$ cat config.mk
export PLATFORM = sky130hd
export DESIGN_NAME = link_header_decap_parser_core
export DESIGN_NICKNAME = d
export VERILOG_FILES = /design/src/lhdp_pkg.sv /design/src/link_header_decap_parser_core.sv
export SDC_FILE = /design/constraint.sdc
export NUM_CORES = 1
export LEC_CHECK = 0
export BUFFER_PORTS_ARGS = -buffer_cell sky130_fd_sc_hd__clkbuf_2
export CORE_ASPECT_RATIO = 1.4
export CORE_UTILIZATION = 30
export DETAILED_ROUTE_END_ITERATION = 6
export PLACE_DENSITY = 0.44
export SYNTH_ARGS = -nofsm -noshare
export SYNTH_HDL_FRONTEND = slang
export SYNTH_SLANG_ARGS = --single-unit
$ cat constraint.sdc
create_clock -name clk_i -period 3.5 [get_ports clk_i]
set_clock_uncertainty 0.1 [all_clocks]
set_input_delay 1.05 -clock clk_i [delete_from_list [all_inputs] [get_ports clk_i]]
set_output_delay 1.05 -clock clk_i [all_outputs]
set_load 0.005 [all_outputs]
$ cat src/lhdp_pkg.sv
// ----------------------------------------------------------------------------
// lhdp_pkg
// Shared types and constants for the link header decapsulation parser.
// ----------------------------------------------------------------------------
package lhdp_pkg;

  // Default depth limit of an MPLS label stack
  localparam int unsigned MaxLabelsDefault = 8;

  // Configuration register indexes
  localparam logic CFG_LINK_TYPE = 1'b0;
  localparam logic CFG_IPV6_CODE = 1'b1;

  // Link types
  localparam logic [2:0] LT_NULL     = 3'd0;
  localparam logic [2:0] LT_ETHERNET = 3'd1;
  localparam logic [2:0] LT_PPP      = 3'd2;
  localparam logic [2:0] LT_FDDI     = 3'd3;
  localparam logic [2:0] LT_COOKED   = 3'd4;

  // Verdict status codes
  localparam logic [2:0] ST_OK         = 3'd0;
  localparam logic [2:0] ST_NONIP_NULL = 3'd1;
  localparam logic [2:0] ST_NONIP_PPPOE = 3'd2;
  localparam logic [2:0] ST_NONIP_PPP  = 3'd3;
  localparam logic [2:0] ST_TRUNCATED  = 3'd4;
  localparam logic [2:0] ST_DEEP_STACK = 3'd5;

  // Protocol values
  localparam logic [15:0] ETH_MPLS  = 16'h8847;
  localparam logic [15:0] ETH_VLAN  = 16'h8100;
  localparam logic [15:0] ETH_PPPOE = 16'h8864;
  localparam logic [15:0] ETH_IPV4  = 16'h0800;
  localparam logic [15:0] PPP_IPV4  = 16'h0021;
  localparam logic [15:0] PPP_IPV6  = 16'h0057;
  localparam logic [15:0] PPP_MPLS  = 16'h0281;

  // Null link families that are always accepted
  localparam logic [31:0] FAM_INET   = 32'd2;
  localparam logic [31:0] FAM_INET6A = 32'd24;
  localparam logic [31:0] FAM_INET6B = 32'd28;
  localparam logic [31:0] FAM_INET6C = 32'd30;

  // Fixed link header sizes
  localparam logic [4:0] HS_NULL     = 5'd4;
  localparam logic [4:0] HS_ETHERNET = 5'd14;
  localparam logic [4:0] HS_PPP      = 5'd4;
  localparam logic [4:0] HS_FDDI     = 5'd21;
  localparam logic [4:0] HS_COOKED   = 5'd16;

  // Fixed offsets and label stack bases
  localparam logic [5:0] OFF_VLAN     = 6'd18;
  localparam logic [5:0] OFF_VLAN2    = 6'd22;
  localparam logic [5:0] OFF_PPPOE    = 6'd22;
  localparam logic [3:0] MPLS_BASE_ETH = 4'd14;
  localparam logic [3:0] MPLS_BASE_PPP = 4'd4;

  // Input item
  typedef struct packed {
    logic [7:0] packet_byte;
    logic       last_byte;
  } lhdp_in_t;

  // Result item
  typedef struct packed {
    logic [2:0]  status;
    logic [5:0]  payload_offset;
    logic [4:0]  header_size;
    logic [31:0] protocol_code;
    logic        had_mpls;
    logic [3:0]  label_count;
  } lhdp_out_t;

endpackage

$ cat src/link_header_decap_parser_core.sv
// ----------------------------------------------------------------------------
// link_header_decap_parser_core
// Byte-serial link header parser that gives one verdict per packet.
// ----------------------------------------------------------------------------
// Packet bytes are taken one per cycle, back to back, each one advancing a
// small parser state held in registers. The item marked as the last byte of
// a packet loads the verdict into the result register, where it is offered
// on the next cycle; the parser is cleared at that same edge so the next
// packet may start right away. Bytes that are not last are taken even while
// a verdict waits; a last byte waits only while the result register holds a
// verdict that is not being taken. Configuration is written through a plain
// write port and takes effect from the next byte.
module link_header_decap_parser_core
  import lhdp_pkg::*;
#(
  parameter int unsigned MAX_LABELS = MaxLabelsDefault
) (
  input  logic      clk_i,
  input  logic      rst_ni,
  input  logic      in_valid_i,
  output logic      in_ready_o,
  input  lhdp_in_t  in_data_i,
  output logic      out_valid_o,
  input  logic      out_ready_i,
  output lhdp_out_t out_data_o,
  input  logic      cfg_we_i,
  input  logic      cfg_idx_i,
  input  logic [7:0] cfg_data_i
);

  localparam logic [1:0] PH_HEADER = 2'd0;
  localparam logic [1:0] PH_VLAN   = 2'd1;
  localparam logic [1:0] PH_PPPOE  = 2'd2;
  localparam logic [1:0] PH_MPLS   = 2'd3;

  localparam logic [3:0] MaxLabelsW = 4'(MAX_LABELS);

  // Configuration registers
  logic [2:0]  link_type_q;
  logic [7:0]  ipv6_code_q;

  // Parser state
  logic [7:0]  pos_q, pos_d;
  logic [1:0]  phase_q, phase_d;
  logic [31:0] proto_q, proto_d;
  logic [15:0] inner_q, inner_d;
  logic [2:0]  vstatus_q, vstatus_d;
  logic [5:0]  voffset_q, voffset_d;
  logic [4:0]  vheader_q, vheader_d;
  logic [3:0]  labels_q, labels_d;
  logic        done_q, done_d;
  logic [3:0]  mbase_q, mbase_d;
  logic        vmpls_q, vmpls_d;

  // Result register
  logic        out_valid_q;
  lhdp_out_t   out_data_q;
  lhdp_out_t   result;

  logic        in_fire;
  logic        dec;
  logic [2:0]  dec_st;
  logic [5:0]  dec_off;
  logic [4:0]  dec_hs;
  logic [7:0]  mpls_rel;
  logic [6:0]  mpls_off;
  logic [15:0] shift16;
  logic [7:0]  b;

  assign b          = in_data_i.packet_byte;
  assign in_ready_o = !out_valid_q || out_ready_i || !in_data_i.last_byte;
  assign in_fire    = in_valid_i && in_ready_o;

  // Configuration writes
  always_ff @(posedge clk_i or negedge rst_ni) begin
    if (!rst_ni) begin
      link_type_q <= LT_ETHERNET;
      ipv6_code_q <= 8'd10;
    end else if (cfg_we_i) begin
      case (cfg_idx_i)
        CFG_LINK_TYPE: link_type_q <= cfg_data_i[2:0];
        CFG_IPV6_CODE: ipv6_code_q <= cfg_data_i;
        default: ;
      endcase
    end
  end

  // Advance the parser by one byte
  always_comb begin
    pos_d     = (pos_q == 8'hFF) ? pos_q : pos_q + 8'd1;
    phase_d   = phase_q;
    proto_d   = proto_q;
    inner_d   = inner_q;
    labels_d  = labels_q;
    mbase_d   = mbase_q;
    vmpls_d   = vmpls_q;
    dec       = 1'b0;
    dec_st    = ST_OK;
    dec_off   = 6'd0;
    dec_hs    = 5'd0;
    shift16   = {proto_q[7:0], b};
    mpls_rel  = pos_q - {4'd0, mbase_q};
    mpls_off  = 7'd0;

    if (!done_q) begin
      case (phase_q)
        PH_HEADER: begin
          case (link_type_q)
            LT_NULL: begin
              if (pos_q < 8'd4) begin
                proto_d[8*pos_q[1:0] +: 8] = proto_q[8*pos_q[1:0] +: 8] | b;
              end
              if (pos_q == 8'd3) begin
                dec = 1'b1;
                dec_hs = HS_NULL;
                dec_st = (proto_d == FAM_INET || proto_d == {24'd0, ipv6_code_q} ||
                          proto_d == FAM_INET6A || proto_d == FAM_INET6B ||
                          proto_d == FAM_INET6C) ? ST_OK : ST_NONIP_NULL;
              end
            end
            LT_ETHERNET: begin
              if (pos_q == 8'd12 || pos_q == 8'd13) begin
                proto_d = {16'd0, shift16};
              end
              if (pos_q == 8'd13) begin
                if (shift16 == ETH_MPLS) begin
                  phase_d  = PH_MPLS;
                  mbase_d  = MPLS_BASE_ETH;
                  vmpls_d  = 1'b1;
                  labels_d = 4'd0;
                end else if (shift16 == ETH_VLAN) begin
                  phase_d = PH_VLAN;
                end else if (shift16 == ETH_PPPOE) begin
                  phase_d = PH_PPPOE;
                end else begin
                  dec    = 1'b1;
                  dec_hs = HS_ETHERNET;
                end
              end
            end
            LT_PPP: begin
              if (pos_q == 8'd2 || pos_q == 8'd3) begin
                proto_d = {16'd0, shift16};
              end
              if (pos_q == 8'd3) begin
                if (shift16 == PPP_MPLS) begin
                  phase_d  = PH_MPLS;
                  mbase_d  = MPLS_BASE_PPP;
                  vmpls_d  = 1'b1;
                  labels_d = 4'd0;
                end else begin
                  dec    = 1'b1;
                  dec_hs = HS_PPP;
                  dec_st = (shift16 == PPP_IPV4 || shift16 == PPP_IPV6) ?
                           ST_OK : ST_NONIP_PPP;
                end
              end
            end
            default: begin
              // Fixed-size headers: decide on the first byte
              proto_d = 32'd0;
              dec     = 1'b1;
              if (link_type_q == LT_FDDI) begin
                dec_hs = HS_FDDI;
              end else if (link_type_q == LT_COOKED) begin
                dec_hs = HS_COOKED;
              end
            end
          endcase
        end
        PH_VLAN: begin
          if (pos_q == 8'd20 || pos_q == 8'd21) begin
            inner_d = {inner_q[7:0], b};
          end
          if (pos_q == 8'd21) begin
            dec     = 1'b1;
            dec_off = (inner_d == ETH_IPV4) ? OFF_VLAN2 : OFF_VLAN;
          end
        end
        PH_PPPOE: begin
          if (pos_q == 8'd20) begin
            proto_d = {24'd0, b};
          end
          if (pos_q == 8'd21) begin
            proto_d = {16'd0, shift16};
            dec     = 1'b1;
            dec_off = OFF_PPPOE;
            dec_st  = (shift16 == PPP_IPV4 || shift16 == PPP_IPV6) ?
                      ST_OK : ST_NONIP_PPPOE;
          end
        end
        default: begin
          // Label stack: the third byte of each label holds the end bit
          if (pos_q >= {4'd0, mbase_q} && mpls_rel[1:0] == 2'd2) begin
            labels_d = labels_q + 4'd1;
            mpls_off = {3'd0, mbase_q} + {1'b0, labels_d, 2'b00};
            if (b[0]) begin
              dec     = 1'b1;
              dec_off = mpls_off[5:0];
            end else if (labels_d >= MaxLabelsW) begin
              dec    = 1'b1;
              dec_st = ST_DEEP_STACK;
            end
          end
        end
      endcase
    end

    // Latch the verdict; error verdicts carry no offset or size
    done_d    = done_q | dec;
    vstatus_d = dec ? dec_st : vstatus_q;
    voffset_d = dec ? ((dec_st == ST_OK) ? dec_off : 6'd0) : voffset_q;
    vheader_d = dec ? ((dec_st == ST_OK) ? dec_hs : 5'd0) : vheader_q;

    result.status         = done_d ? vstatus_d : ST_TRUNCATED;
    result.payload_offset = done_d ? voffset_d : 6'd0;
    result.header_size    = done_d ? vheader_d : 5'd0;
    result.protocol_code  = proto_d;
    result.had_mpls       = vmpls_d;
    result.label_count    = labels_d;
  end

  // Update parser state; clear it after the last byte
  always_ff @(posedge clk_i or negedge rst_ni) begin
    if (!rst_ni) begin
      pos_q     <= 8'd0;
      phase_q   <= PH_HEADER;
      proto_q   <= 32'd0;
      inner_q   <= 16'd0;
      vstatus_q <= ST_OK;
      voffset_q <= 6'd0;
      vheader_q <= 5'd0;
      labels_q  <= 4'd0;
      done_q    <= 1'b0;
      mbase_q   <= 4'd0;
      vmpls_q   <= 1'b0;
    end else if (in_fire) begin
      if (in_data_i.last_byte) begin
        pos_q     <= 8'd0;
        phase_q   <= PH_HEADER;
        proto_q   <= 32'd0;
        inner_q   <= 16'd0;
        vstatus_q <= ST_OK;
        voffset_q <= 6'd0;
        vheader_q <= 5'd0;
        labels_q  <= 4'd0;
        done_q    <= 1'b0;
        mbase_q   <= 4'd0;
        vmpls_q   <= 1'b0;
      end else begin
        pos_q     <= pos_d;
        phase_q   <= phase_d;
        proto_q   <= proto_d;
        inner_q   <= inner_d;
        vstatus_q <= vstatus_d;
        voffset_q <= voffset_d;
        vheader_q <= vheader_d;
        labels_q  <= labels_d;
        done_q    <= done_d;
        mbase_q   <= mbase_d;
        vmpls_q   <= vmpls_d;
      end
    end
  end

  // Hold the verdict until it is taken
  always_ff @(posedge clk_i or negedge rst_ni) begin
    if (!rst_ni) begin
      out_valid_q <= 1'b0;
    end else if (in_fire && in_data_i.last_byte) begin
      out_valid_q <= 1'b1;
    end else if (out_ready_i) begin
      out_valid_q <= 1'b0;
    end
  end

  always_ff @(posedge clk_i) begin
    if (in_fire && in_data_i.last_byte) begin
      out_data_q <= result;
    end
  end

  assign out_valid_o = out_valid_q;
  assign out_data_o  = out_data_q;

  // A last byte never overwrites a verdict that is still waiting
  assert property (@(posedge clk_i) disable iff (!rst_ni)
    in_fire && in_data_i.last_byte |-> !out_valid_q || out_ready_i)
    else $error("verdict overwritten before it was taken");

  // The parser starts over after each packet
  assert property (@(posedge clk_i) disable iff (!rst_ni)
    in_fire && in_data_i.last_byte |=> pos_q == 8'd0 && !done_q && !vmpls_q)
    else $error("parser not cleared after last byte");

  // Error verdicts carry no offset and no header size
  assert property (@(posedge clk_i) disable iff (!rst_ni)
    out_valid_q && out_data_q.status != ST_OK |->
      out_data_q.payload_offset == 6'd0 && out_data_q.header_size == 5'd0)
    else $error("error verdict with nonzero offset or size");

  // The label count never passes the stack limit
  assert property (@(posedge clk_i) disable iff (!rst_ni)
    labels_q <= MaxLabelsW)
    else $error("label count beyond limit");

endmodule
==> metrics list, run 1 <==
- The flow ran to the end, but the final reports show violations.
* Violations in the final reports: design-rule violations
- For the worst setup path, the data required time is 3.59 ns.
* Worst Max-Slew Pin Slew: approximately 1.3 ns
- Total vias in the final route: 6587
* Syn-to-layout area delta: 21.53%
- Final worst path period need: around 3.3 ns
- Number of detailed-route iterations in the first pass: 7
* Width of the die: roughly 140 um
* Fraction of layout cells with a size suffix above 1: 0.2540
- The number of antenna diodes in the final layout is 0.
- Entering global routing, the biggest net connects 60 pins.
- Register-to-Register Path Depth: 9
* Final Wtd Congestion: 0.8674
* Number of buffers added by the clock tree synthesis step: 17
* Top-Level Pins: 76
* Crit Reg-Reg Endpoint: out_data_o[39]
* Total detailed-routing wirelength: between 20 and 30 mm
- For the worst setup path, the data arrival time is 3.43 ns.
* Design Power: about 4.7 mW
* Count of endpoints failing setup in the final report: 0
- The number of nets handed over by synthesis was roughly 790.
* Final routed DRC violation total: 3
- From bottom edge to top edge, the die measures 193.4 um.
- Worst supply voltage drop on vdd: approximately 0.00033 V
- Worst reg-to-reg setup slack: 0.16 ns
- Post-cts resize count: 0
- CTS tree: done
* Share of flip-flops with an asynchronous set or reset after synthesis: 0.6434
- The floorplan has slightly below 70 rows.
- The number of antenna violations at the first check in global routing came to 0.
- Top-area cell type share of the netlist area: 0.2836
- Drt wl/cell: 21.53 um
- In this run the worst hold path is classified as register to register.
* Placement Setup Slack: -0.04467 ns
- Max-Cap Viols: 0
- In the finished design, the share of the clock period the worst path needs comes to 0.9556.
- Crit-path cells: buf_4, mux4_2, or2_1, a22oi_1, xnor2_1, nor2_1, a41oi_1, o211a_1, o31ai_1
- For the worst-skew pair, the clock arrives at the later sink with an insertion delay of roughly 0.44 ns.
- Commonest non-fill, non-tap cells in the layout: sky130_fd_sc_hd__dfrtp_1 (89), sky130_fd_sc_hd__nand2_1 (85), sky130_fd_sc_hd__clkbuf_2 (74)
- The root buffer cell chosen for the clock tree is sky130_fd_sc_hd__clkbuf_16.
- For this run, the leading register cell type out of synthesis is sky130_fd_sc_hd__dfrtp_1.
- Fillers: approximately 2500
* Top fanout value on the critical path: 25
* Final std cell area, no fill: 0.009543 mm^2
* Post-Synthesis Cells: 753
- Number of port buffers: 75
- Buffering stage count on the worst path with inverters included: 1
- Among all stages on the critical path, the largest delay is contributed by sky130_fd_sc_hd__mux4_2.
* RSZ-0062 raised after global routing: no
* Vias in the first global route: 6765
* EDFF count, synth: between 50 and 60
* Static power due to leakage: approximately 4.0 nW
- Violation count after the first detailed-route iteration: 461
- Critical path class: register to register
- Gr ovfl total: 0
- The worst hold path passes through 2 cells.
* FMAX: 0.2990 GHz
* Setup WS post-layout: between 0.15 and 0.2 ns
- Number of levels in the clock H-tree: 4
- Yosys warning count: 0
- Maximum clock insertion buffer count: 2
- Number of different library cells in the post-synthesis netlist: 81
* Total routing usage reported by global routing: 0.1993
- FF+latch count, synth: approximately 140
- R2r startpoint: pos_q[0]
- The die covers between 0.02 and 0.03 mm^2.
* First-pass GRT wire length: between 40 and 50 mm
- TritonCTS Sinks: between 100 and 150
* Critical Path End Type: register
- Post-synthesis sequential area ratio: 0.4887
- Measured against its own limit, the worst slew margin works out to 0.1455.
- Final total negative setup slack: 0 ns
- Clock transition at the register clock pins on the worst setup and hold paths after CTS: approximately 0.07 ns
- Using the TritonRoute via totals, the vias-per-cell ratio works out to roughly 5.5.
- STA classifies the critical path startpoint as a register.
- The library cell used most frequently in the layout, excluding fill and tap cells, is sky130_fd_sc_hd__dfrtp_1.
- Hold Fails Final Rpt: 0
* Count of final max-slew check failures: 0
* Endpoint of the worst hold path: vstatus_q[0]
- Post-synthesis average cell area: 10.43 um^2
- The number of hold buffers added after CTS was 0.
- Detail Route Antenna Nets: 0
- The mapped netlist covers approximately 0.0079 mm^2.
- On the worst path, the slowest cell contributes a delay of 0.60 ns.
* Worst Hold Launch: vstatus_q[0]
- Largest cells by area after synthesis: sky130_fd_sc_hd__dfrtp_1 (28%), sky130_fd_sc_hd__edfxtp_1 (20%), sky130_fd_sc_hd__a22o_1 (4.3%), sky130_fd_sc_hd__nand2_1 (4.1%), sky130_fd_sc_hd__o21ai_0 (3.0%)
* Power density relative to cell area: 491.7 mW/mm^2
* Starting Density: 0.3073
- Summed over all nets, the half-perimeter wirelength after detailed placement is about 19 mm.
* Placement-stage cell area: approximately 0.009 mm^2
- Largest delay share family, worst path: compound AO/OA/AOI/OAI gates
* Post-CTS setup buffers: 0
* Final Net Count: slightly above 900
* Core ar.: about 0.026 mm^2
* Synth area leader: sky130_fd_sc_hd__dfrtp_1
==> layout make-up <==
cell class,count,area [um^2],area share
well taps,319,399.1,0.04183
clock buffers,19,452.9,0.04746
repair buffers,135,853.3,0.08942
inverters,25,93.84,0.009833
clock inverters,13,151.4,0.01586
flip-flops and latches,143,3837,0.4021
multi-input cells,543,3755,0.3935
==> worst max path at each step <==
stage	start	end	slack, ns	depth (start not counted)
finish	pos_q[0]	out_data_o[39]	0.16	9
global route	pos_q[0]	voffset_q[3]	0.003	8
CTS	pos_q[1]	out_data_o[39]	0.02	10
detailed placement	in_data_i[2]	out_data_o[48]	-0.04	9
global placement	in_data_i[2]	out_data_o[39]	0.02	8
floorplan	pos_q[0]	out_data_o[39]	0.17	13
==> state kept, by name (all words and copies together) (netlist names) <==
signal and cells:
proto_q 32, out_valid_o 1, voffset_q 6, mbase_q 2
done_q 1, vmpls_q 1, pos_q 8, inner_q 16
phase_q 2, labels_q 4, link_type_q 3, out_data_o 51
vstatus_q 3, ipv6_code_q 8, vheader_q 5
==> worst register-to-register path: cells and delay by family, from the launching register on <==
family	cells	cell delay (ns)
XOR/XNOR	1	0.17
AND/OR/NAND/NOR	2	0.37
AO/OA/AOI/OAI	4	1.19
flip-flops	1	0.34
multiplexers	1	0.61
buffers and inverters	1	0.32
==> report_power, final <==
part	internal [mW]	switching, mW
registers	1.80	0.0714
logic	0.340	0.582
clock network	1.10	0.795
total	3.24	1.45
==> metal layers <==
metal  part of all wire  up-vias  global-route usage
met2               0.53      190              0.3659
met4              0.050        0              0.1185
met5                  0        -                   0
li1                   -     3054                   -
met1               0.38     3273              0.2143
met3              0.033       70             0.03243
==> per-stage QoR <==
| step | std cells | utilization | hold slack (ns) |
|---|---|---|---|
| after CTS | 1197 | 0.3727 | 0.3820 |
| after global routing | 1197 | 0.3734 | 0.4053 |
| after floorplan | 753 | - | 0.3396 |
| after detailed placement | 1165 | 0.3491 | 0.3677 |
| after global placement | 1165 | 0.3491 | 0.3576 |
| final | 1197 | 0.3734 | 0.3781 |
==> cell usage after synthesis, types with 4 or more instances <==
| master | number |
|---|---|
| sky130_fd_sc_hd__dfrtp_1 | 89 |
| sky130_fd_sc_hd__nand2_1 | 85 |
| sky130_fd_sc_hd__nor2_1 | 62 |
| sky130_fd_sc_hd__edfxtp_1 | 51 |
| sky130_fd_sc_hd__o21ai_0 | 47 |
| sky130_fd_sc_hd__a22o_1 | 39 |
| sky130_fd_sc_hd__clkbuf_1 | 33 |
| sky130_fd_sc_hd__a21oi_1 | 25 |
| sky130_fd_sc_hd__inv_1 | 24 |
| sky130_fd_sc_hd__o2bb2ai_1 | 22 |
| sky130_fd_sc_hd__a21o_1 | 16 |
| sky130_fd_sc_hd__ha_1 | 16 |
| sky130_fd_sc_hd__mux2_2 | 14 |
| sky130_fd_sc_hd__nand3_1 | 14 |
| sky130_fd_sc_hd__a22oi_1 | 13 |
| sky130_fd_sc_hd__nor3_1 | 12 |
| sky130_fd_sc_hd__nand4_1 | 11 |
| sky130_fd_sc_hd__xor2_1 | 11 |
| sky130_fd_sc_hd__nor4_1 | 9 |
| sky130_fd_sc_hd__o31ai_1 | 9 |
| sky130_fd_sc_hd__mux4_2 | 8 |
| sky130_fd_sc_hd__o21ai_1 | 8 |
| sky130_fd_sc_hd__xnor2_1 | 8 |
| sky130_fd_sc_hd__nor2b_1 | 6 |
| sky130_fd_sc_hd__nor3b_1 | 6 |
| sky130_fd_sc_hd__and2_1 | 5 |
| sky130_fd_sc_hd__buf_2 | 5 |
| sky130_fd_sc_hd__nor2_4 | 5 |
| sky130_fd_sc_hd__o21bai_1 | 5 |
| sky130_fd_sc_hd__and3_1 | 4 |
| sky130_fd_sc_hd__nand2b_1 | 4 |
| sky130_fd_sc_hd__o22ai_1 | 4 |
| sky130_fd_sc_hd__or3_1 | 4 |
==> cell families (layout without fill, tap and decap cells) <==
family | count (synthesis) | count (layout) | synth area share
multiplexers | 25 | 25 | 0.04684
AND/OR/NAND/NOR | 258 | 258 | 0.1727
adder cells (fa/ha/maj) | 17 | 17 | 0.02804
flip-flops | 143 | 143 | 0.4887
buffers and inverters | 67 | 192 | 0.03569
AO/OA/AOI/OAI | 224 | 224 | 0.2068
XOR/XNOR | 19 | 19 | 0.02119
No activity file was read; power rests on OpenSTA's default activity.
==> inputs of run 2 (changes only) <==
Settings changed: CORE_MARGIN set to 10, REMOVE_ABC_BUFFERS set to 1.
==> metrics list, run 2 (synthesis results as in run 1) <==
- Total detailed-routing wirelength: 26.59 mm (was 25.78 mm)
- Combinational share of power: 0.216 (was 0.197)
* Area of the die: 0.03314 mm^2 (was 0.02684 mm^2)
- Static power due to leakage: 4.066 nW (was 4.009 nW)
* Worst Max-Slew Pin Slew: 1.164 ns (was 1.273 ns)
* Sequential share of power: 0.410 (was 0.400)
- The number of slew-limit violations in the final report came to 0 (unchanged).
- The DRC violation count after routing is 0 (was 3).
* CTS tree: done (unchanged)
* Int Power: 3.129 mW (was 3.244 mW)
- The startpoint type of the worst setup path was a register (unchanged).
- Run status: complete, no violations (was finished, violations left)
- The critical path class is register to register (unchanged).
* Hold Fails Final Rpt: 0 (unchanged)
- Flip-flop count of the largest register after layout: 51 (unchanged)
- The time the final worst path needs with I/O delays and setup was 3.298 ns (was 3.345 ns).
- Hold path depth: 1 (was 2)
- The total core area came to 0.02592 mm^2 (was 0.02555 mm^2).
* Maximum clock insertion buffer count: 2 (unchanged)
- Data required time of the critical path: 3.57 ns (was 3.59 ns)
- Starting Density: 0.3029 (was 0.3073)
- Total vias in the final route: 6655 (was 6587)
* Top fanout value on the critical path: 4 (was 25)
* First-pass GRT wire length: 41.61 mm (was 40.32 mm)
- The utilization of the core after routing came to 0.3708 (was 0.3734).
- Design Power: 4.520 mW (was 4.692 mW)
- The clock root buffer is sky130_fd_sc_hd__clkbuf_16 (unchanged).
- The clock transition at the registers of the reported paths was 0.06 ns (was 0.07 ns).
* Count of endpoints failing setup in the final report: 0 (unchanged)
* Count of inserted antenna diode cells: 0 (unchanged)
- Area of the multi-input gates: 0.003744 mm^2 (was 0.003755 mm^2)
- The final cycle utilization of the critical path is 0.9423 (was 0.9556).
- Critical Path End Type: register (unchanged)
- The routed wire length per instance was 21.81 um (was 21.53 um).
- Width of the die: 156.7 um (was 138.7 um)
- Final Wtd Congestion: 0.9044 (was 0.8674)
* Max-Slew Margin vs Limit: 0.2186 (was 0.1455)
- Top-Level Pins: 76 (unchanged)
- Syn-to-layout area delta: 22.42% (was 21.53%)
- Max-Cap Viols: 0 (unchanged)
* Register-to-Register Path Depth: 11 (was 9)
* Most common library cell in the layout ignoring fill and taps: sky130_fd_sc_hd__dfrtp_1 (unchanged)
* FMAX: 0.3032 GHz (was 0.2990 GHz)
- The deepest level of the CTS H-tree is 4 (unchanged).
- The via density per instance was 5.459 (was 5.503).
* Total routing usage reported by global routing: 0.1635 (was 0.1993)
* DP Wirelength: 20.21 mm (was 19.50 mm)
* Fillers: 2583 (was 2547)
- Die Height: 211.4 um (was 193.4 um)
- Clock Power Share: 0.374 (was 0.404)
- Net Switching: 1.391 mW (was 1.448 mW)
- Commonest non-fill, non-tap cells in the layout: sky130_fd_sc_hd__dfrtp_1 (89), sky130_fd_sc_hd__nand2_1 (85), sky130_fd_sc_hd__buf_4 (75) (was sky130_fd_sc_hd__dfrtp_1 (89), sky130_fd_sc_hd__nand2_1 (85), sky130_fd_sc_hd__clkbuf_2 (74)).
- The worst hold slack came to 0.3786 ns (was 0.3781 ns).
- The via count of the first global-routing pass was 7046 (was 6765).
* RSZ-0062 raised after global routing: no (unchanged)
- The total iterations of the first detailed-routing run is 5 (was 7).
- Worst supply voltage drop on vdd: 0.0003363 V (was 0.0003258 V)
* Register Area: 0.003837 mm^2 (unchanged)
- TritonCTS Sinks: 143 (unchanged)
* Fraction of layout cells with a size suffix above 1: 0.2626 (was 0.2540)
- Gr ovfl total: 0 (unchanged)
* Number of port buffers: 75 (unchanged)
* Standard-cell rows: 70 (was 69)
- Final total negative setup slack: 0 ns (unchanged)
- The classification of the worst-slack hold path was register to register (unchanged).
- The number of clock buffers inserted by TritonCTS came to 17 (unchanged).
- Detail Route Antenna Nets: 0 (unchanged)
- The post-layout net count is 922 (was 905).
* Maximum number of pins on one net before global-route repair: 60 (unchanged)
- The latest clock arrival within the worst-skew pair came to 0.44 ns (about the same).
- Sw Share: 0.3078 (was 0.3086)
* Violation count after the first detailed-route iteration: 341 (was 461)
- Number of antenna violations at the first check in global routing: 0 (unchanged)
- The critical path data arrival time was 3.37 ns (was 3.43 ns).
* Power density relative to cell area: 470.2 mW/mm^2 (was 491.7 mW/mm^2)
## run 2: changes by cell type in the layout (fill, tap and decap cells not counted), sizes merged
cell      previous run  this run
buf                 61        78
clkbuf              93        96
clkinv               2         5
inv                 30        27
bufinv               2         0
clkinvlp             4         3
## run 2: metrics by stage
| stage | cells | worst slack [ns] | cell area (um^2) |
|---|---|---|---|
| after floorplan | 711 | 0.1803 | 7666 |
| after global placement | 1187 | -0.3419 | 9067 |
| after detailed placement | 1187 | -0.3840 | 9067 |
| after CTS | 1219 | 0.05731 | 9607 |
| after global routing | 1219 | 0.004627 | 9613 |
| final | 1219 | 0.2021 | 9613 |
## run 2: worst max-delay path, cell delays in order (launching register included)
cell and delay, ns:
sky130_fd_sc_hd__dfrtp_1 0.42, sky130_fd_sc_hd__inv_1 0.10, sky130_fd_sc_hd__ha_1 0.29, sky130_fd_sc_hd__nor3b_1 0.27, sky130_fd_sc_hd__buf_4 0.18, sky130_fd_sc_hd__nand3_2 0.10
sky130_fd_sc_hd__o2bb2ai_1 0.40, sky130_fd_sc_hd__xor2_1 0.12, sky130_fd_sc_hd__nor4_1 0.31, sky130_fd_sc_hd__a41oi_1 0.25, sky130_fd_sc_hd__buf_4 0.20, sky130_fd_sc_hd__a221o_1 0.29
## run 2: worst paths after layout
kind	startpoint	endpoint	slack [ns]
worst min-delay path	voffset_q[0]	voffset_q[0]	0.38
worst min register to register	voffset_q[0]	voffset_q[0]	0.38
max in group asynchronous	rst_ni	ipv6_code_q[3]	1.96
min in group asynchronous	rst_ni	pos_q[7]	0.56
worst max-delay path	pos_q[0]	out_data_o[48]	0.20
worst max register to register	pos_q[0]	out_data_o[48]	0.20
## run 2: timing repair
item / in CTS / in global routing
setup endpoints to repair: 0 / 2
resized for setup: 0 / 1
setup buffers: 0 / 0
hold buffers: 0 / 0
## run 2: layer usage
layer / routed length [um] / part of all wire / GRT usage
met2: 14470 / 0.54 / 0.3000
met4: 773 / 0.029 / 0.06884
met5: 0 / 0 / 0
met3: 833 / 0.031 / 0.02823
met1: 10510 / 0.40 / 0.1800
## run 2: layout make-up
| class | count | area share |
|---|---|---|
| Sequential cell | 143 | 0.3992 |
| Multi-Input combinational cell | 543 | 0.3894 |
| Timing Repair Buffer | 152 | 0.1033 |
| Clock buffer | 22 | 0.04946 |
| Tap cell | 324 | 0.04217 |
| Inverter | 25 | 0.009762 |
| Clock inverter | 10 | 0.006638 |
## run 2: power groups by stage
stage / clock network, mW / registers, mW / logic [mW]
3_5_place_dp: 0 / 1.89 / 0.981
6_report: 1.69 / 1.85 / 0.978
2_1_floorplan: 0 / 1.92 / 0.494
3_3_place_gp: 0 / 1.88 / 0.970
4_1_cts: 1.73 / 1.85 / 0.985
5_1_grt: 1.80 / 1.86 / 1.07
==> inputs of run 3 (changes only) <==
Settings changed: ABC_AREA set to 1, BUFFER_PORTS_ARGS -buffer_cell sky130_fd_sc_hd__clkbuf_2 to -buffer_cell sky130_fd_sc_hd__buf_2, CORE_UTILIZATION 30 to 55, PLACE_DENSITY 0.44 to 0.73.
==> metrics list, run 3 <==
* Run status: complete, no violations (unchanged)
- Fraction of the cycle the final worst path needs: 0.9264 (was 0.9423)
- Drt wl/cell: 19.54 um (was 21.81 um)
* First-pass GRT wire length: 44.82 mm (was 41.61 mm)
* Net Switching: 3.104 mW (was 1.391 mW)
- Final Net Count: 1280 (was 922)
- The final wirelength was 28.31 mm (was 26.59 mm).
- The number of slew-limit violations in the final report is 0 (unchanged).
* Largest cells by area after synthesis: sky130_fd_sc_hd__dfrtp_1 (26%), sky130_fd_sc_hd__edfxtp_1 (18%), sky130_fd_sc_hd__nand2_1 (12%), sky130_fd_sc_hd__inv_1 (6.5%), sky130_fd_sc_hd__nor2_1 (4.9%) (was sky130_fd_sc_hd__dfrtp_1 (28%), sky130_fd_sc_hd__edfxtp_1 (20%), sky130_fd_sc_hd__a22o_1 (4.3%), sky130_fd_sc_hd__nand2_1 (4.1%), sky130_fd_sc_hd__o21ai_0 (3.0%))
- Critical path launch point: pos_q[1] (was pos_q[0])
- Starting Density: 0.5591 (was 0.3029)
- The design internal power was 4.422 mW (was 3.129 mW).
- Post-Synthesis Cells: 1153 (was 753)
- The number of enable-type register cells in the synthesized netlist was 51 (unchanged).
* Number of antenna violations at the first check in global routing: 0 (unchanged)
* Post-CTS setup buffers: 0 (unchanged)
- The peak supply drop came to 0.0005298 V (was 0.0003363 V).
- FMAX: 0.3084 GHz (was 0.3032 GHz)
* Detail Route Antenna Nets: 0 (unchanged)
* Sequential share of power: 0.330 (was 0.410)
- Count of endpoints failing setup in the final report: 0 (unchanged)
- The area of the die is 0.02138 mm^2 (was 0.03314 mm^2).
* Post-synth top flop: sky130_fd_sc_hd__dfrtp_1 (unchanged)
- The count of boundary I/O pins was 76 (unchanged).
- Total vias in the final route: 8541 (was 6655)
* R2r startpoint: pos_q[1] (was pos_q[0])
- The sum of internal, switching and leakage power came to 7.525 mW (was 4.520 mW).
- Final Wtd Congestion: 1.016 (was 0.9044)
- Data required time of the critical path: 3.68 ns (was 3.57 ns)
* Worst endpoint data arrival time: 3.42 ns (was 3.37 ns)
- Worst setup SP type: register (unchanged)
- The total iterations of the first detailed-routing run came to 6 (was 5).
* Top fanout value on the critical path: 8 (was 4)
* Power density relative to cell area: 746.0 mW/mm^2 (was 470.2 mW/mm^2)
- The clock root buffer is sky130_fd_sc_hd__clkbuf_16 (unchanged).
- Top-area cell type share of the netlist area: 0.2552 (was 0.2836)
- Global-route layer with the greatest usage: met2 (unchanged)
- The die height came to 169.0 um (was 211.4 um).
- Post-synthesis average cell area: 7.568 um^2 (was 10.43 um^2)
* Yosys warning count: 0 (unchanged)
- The count of routing violations after the opening detailed-route iteration is 925 (was 341).
- Max-Slew Margin vs Limit: 0.4894 (was 0.2186)
- The cell type contributing the most total cell area after synthesis is sky130_fd_sc_hd__dfrtp_1 (unchanged).
- CTS tree: done (unchanged)
- The sum of negative setup slack came to 0 ns (unchanged).
- Vias in the first global route: 8492 (was 7046)
* Worst Max-Slew Pin Slew: 0.7659 ns (was 1.164 ns)
- The total congestion overflow after global routing came to 0 (unchanged).
- Vias per inst: 5.894 (was 5.459)
- Number of port buffers: 75 (unchanged)
* Most repeated cell in the gate-level netlist after synthesis: sky130_fd_sc_hd__nand2_1 (was sky130_fd_sc_hd__dfrtp_1)
- Number of different library cells in the post-synthesis netlist: 50 (was 81)
- The count of hold buffers inserted by post-cts repair was 0 (unchanged).
- Post-Syn Area: 0.008726 mm^2 (was 0.007853 mm^2)
* Maximum clock insertion buffer count: 2 (unchanged)
* Count of inserted antenna diode cells: 0 (unchanged)
* Syn-to-layout area delta: 15.60% (was 22.42%)
- TritonCTS Sinks: 143 (unchanged)
* Critical Path End Type: register (unchanged)
* Total routing usage reported by global routing: 0.2616 (was 0.1635)
* Final worst path period need: 3.242 ns (was 3.298 ns)
- The classification of the worst-slack hold path is register to register (unchanged).
- The layout cell share with drive strength beyond 1 came to 0.1476 (was 0.2626).
- The clock share of power was 0.267 (was 0.374).
- Flip-flop count of the largest register after layout: 51 (unchanged)
- The total core area came to 0.01561 mm^2 (was 0.02592 mm^2).
- The leakage power summed over all cells is 4.696 nW (was 4.066 nW).
- The clock transition at the registers of the reported paths came to 0.06 ns (about the same).
* Width of the die: 126.5 um (was 156.7 um)
* Number of buffers added by the clock tree synthesis step: 17 (unchanged)
* Critical path class: register to register (unchanged)
- Commonest non-fill, non-tap cells in the layout: sky130_fd_sc_hd__nand2_1 (274), sky130_fd_sc_hd__inv_1 (150), sky130_fd_sc_hd__nor2_1 (114) (was sky130_fd_sc_hd__dfrtp_1 (89), sky130_fd_sc_hd__nand2_1 (85), sky130_fd_sc_hd__buf_4 (75)).
* Share of flip-flops with an asynchronous set or reset after synthesis: 0.6434 (unchanged)
* Most numerous cell types in the synthesized netlist: sky130_fd_sc_hd__nand2_1 (274), sky130_fd_sc_hd__inv_1 (151), sky130_fd_sc_hd__nor2_1 (115), sky130_fd_sc_hd__dfrtp_1 (89), sky130_fd_sc_hd__o21ai_0 (85) (was sky130_fd_sc_hd__dfrtp_1 (89), sky130_fd_sc_hd__nand2_1 (85), sky130_fd_sc_hd__nor2_1 (62), sky130_fd_sc_hd__edfxtp_1 (51), sky130_fd_sc_hd__o21ai_0 (47))
- The latest clock arrival within the worst-skew pair was 0.43 ns (was 0.44 ns).
* Met1 usage in global routing: 0.2883 (was 0.1800)
- Combinational share of power: 0.403 (was 0.216)
* FF+latch count, synth: 143 (unchanged)
* Post-synthesis sequential area ratio: 0.4398 (was 0.4887)
- The max-capacitance violation count is 0 (unchanged).
* DP Wirelength: 21.13 mm (was 20.21 mm)
* Met2 layer usage reported by global route: 0.4635 (was 0.3000)
- The DRC violation count after routing came to 0 (unchanged).
* Number of levels in the clock H-tree: 4 (unchanged)
- Maximum number of pins on one net before global-route repair: 55 (was 60)
- The met3 track demand over resource came to 0.04439 (was 0.02823).
- Sw Share: 0.4124 (was 0.3078)
- Hold Fails Final Rpt: 0 (unchanged)
- Most common library cell in the layout ignoring fill and taps: sky130_fd_sc_hd__nand2_1 (was sky130_fd_sc_hd__dfrtp_1)
* Worst Hold Launch: vheader_q[1] (was voffset_q[0])
- Standard-cell rows: 54 (was 70)
-- run 3: worst paths after layout --
| check | endpoint | slack, ns | cells after the start |
|---|---|---|---|
| worst max-delay path | out_data_o[46] | 0.26 | 21 |
| worst min-delay path | vheader_q[1] | 0.38 | 2 |
| worst max register to register | out_data_o[46] | 0.26 | 21 |
| worst min register to register | vheader_q[1] | 0.38 | 2 |
| max in group asynchronous | ipv6_code_q[3] | 2.05 | 2 |
| min in group asynchronous | inner_q[13] | 0.52 | 1 |
-- run 3: cell type report --
class / count / area (um^2)
clock buffer: 20 / 436.7
clock inverter: 12 / 207.7
fill: 1373 / 5520
inverter: 160 / 600.6
multi-input combinational: 809 / 4114
sequential: 143 / 3837
tap: 196 / 245.2
timing repair buffer: 109 / 645.6
-- run 3: through the flow --
step / instances / util / instance area [um^2] / hold WS [ns] / setup slack (ns)
after floorplan: 1112 / - / 8547 / 0.3492 / -0.9614
after global placement: 1417 / 0.6049 / 9440 / 0.3643 / 0.1432
after detailed placement: 1417 / 0.6049 / 9440 / 0.3661 / 0.1207
after CTS: 1449 / 0.6461 / 10080 / 0.3838 / 0.2140
after global routing: 1449 / 0.6463 / 10090 / 0.4012 / -0.0006872
final: 1449 / 0.6463 / 10090 / 0.3816 / 0.2577
-- run 3: per-layer routing --
layer / up-vias / wire length, um
li1: 4039 / -
met1: 4059 / 10580
met2: 342 / 14680
met3: 101 / 1528
met4: 0 / 1519
met5: - / 0
-- run 3: kinds of logic after synthesis --
logic type      synth area share
xor+xnor                0.004016
mux                     0.002581
simple gates              0.2658
flops                     0.4398
buf+inv                  0.08933
compound gates            0.1732
fa+ha+maj                0.02524
-- run 3: power groups by stage --
stage / logic [mW] / registers (mW) / clock network (mW)
after floorplan: 1.95 / 2.40 / 0
after global placement: 2.92 / 2.49 / 0
after detailed placement: 2.96 / 2.49 / 0
after CTS: 2.98 / 2.47 / 2.03
after global routing: 3.33 / 2.51 / 2.09
final: 3.03 / 2.48 / 2.01
-- run 3: worst max-delay path: stages, from the launching register on --
cell	delay [ns]
sky130_fd_sc_hd__dfrtp_1	0.35
sky130_fd_sc_hd__clkinv_1	0.22
sky130_fd_sc_hd__ha_2	0.42
sky130_fd_sc_hd__inv_1	0.12
sky130_fd_sc_hd__nand3_1	0.18
sky130_fd_sc_hd__nor2_8	0.23
sky130_fd_sc_hd__nand2_1	0.07
sky130_fd_sc_hd__nand2_1	0.12
sky130_fd_sc_hd__inv_2	0.08
sky130_fd_sc_hd__nand2_1	0.06
sky130_fd_sc_hd__nand3_1	0.07
sky130_fd_sc_hd__nor2_1	0.14
sky130_fd_sc_hd__nand2_1	0.06
sky130_fd_sc_hd__nand2_1	0.12
sky130_fd_sc_hd__nand2_1	0.09
sky130_fd_sc_hd__nand2_1	0.06
sky130_fd_sc_hd__nand2_1	0.06
sky130_fd_sc_hd__nand2_1	0.08
sky130_fd_sc_hd__nand2_2	0.08
sky130_fd_sc_hd__nand2_4	0.14
sky130_fd_sc_hd__nand3_2	0.10
sky130_fd_sc_hd__a21oi_1	0.15
-- run 3: timing repair --
| action | 4_1_cts | 5_1_grt |
|---|---|---|
| endpoints found under the hold margin | 0 | 0 |
| setup endpoints to repair | 0 | 10 |
| gates resized for setup | 0 | 1 |
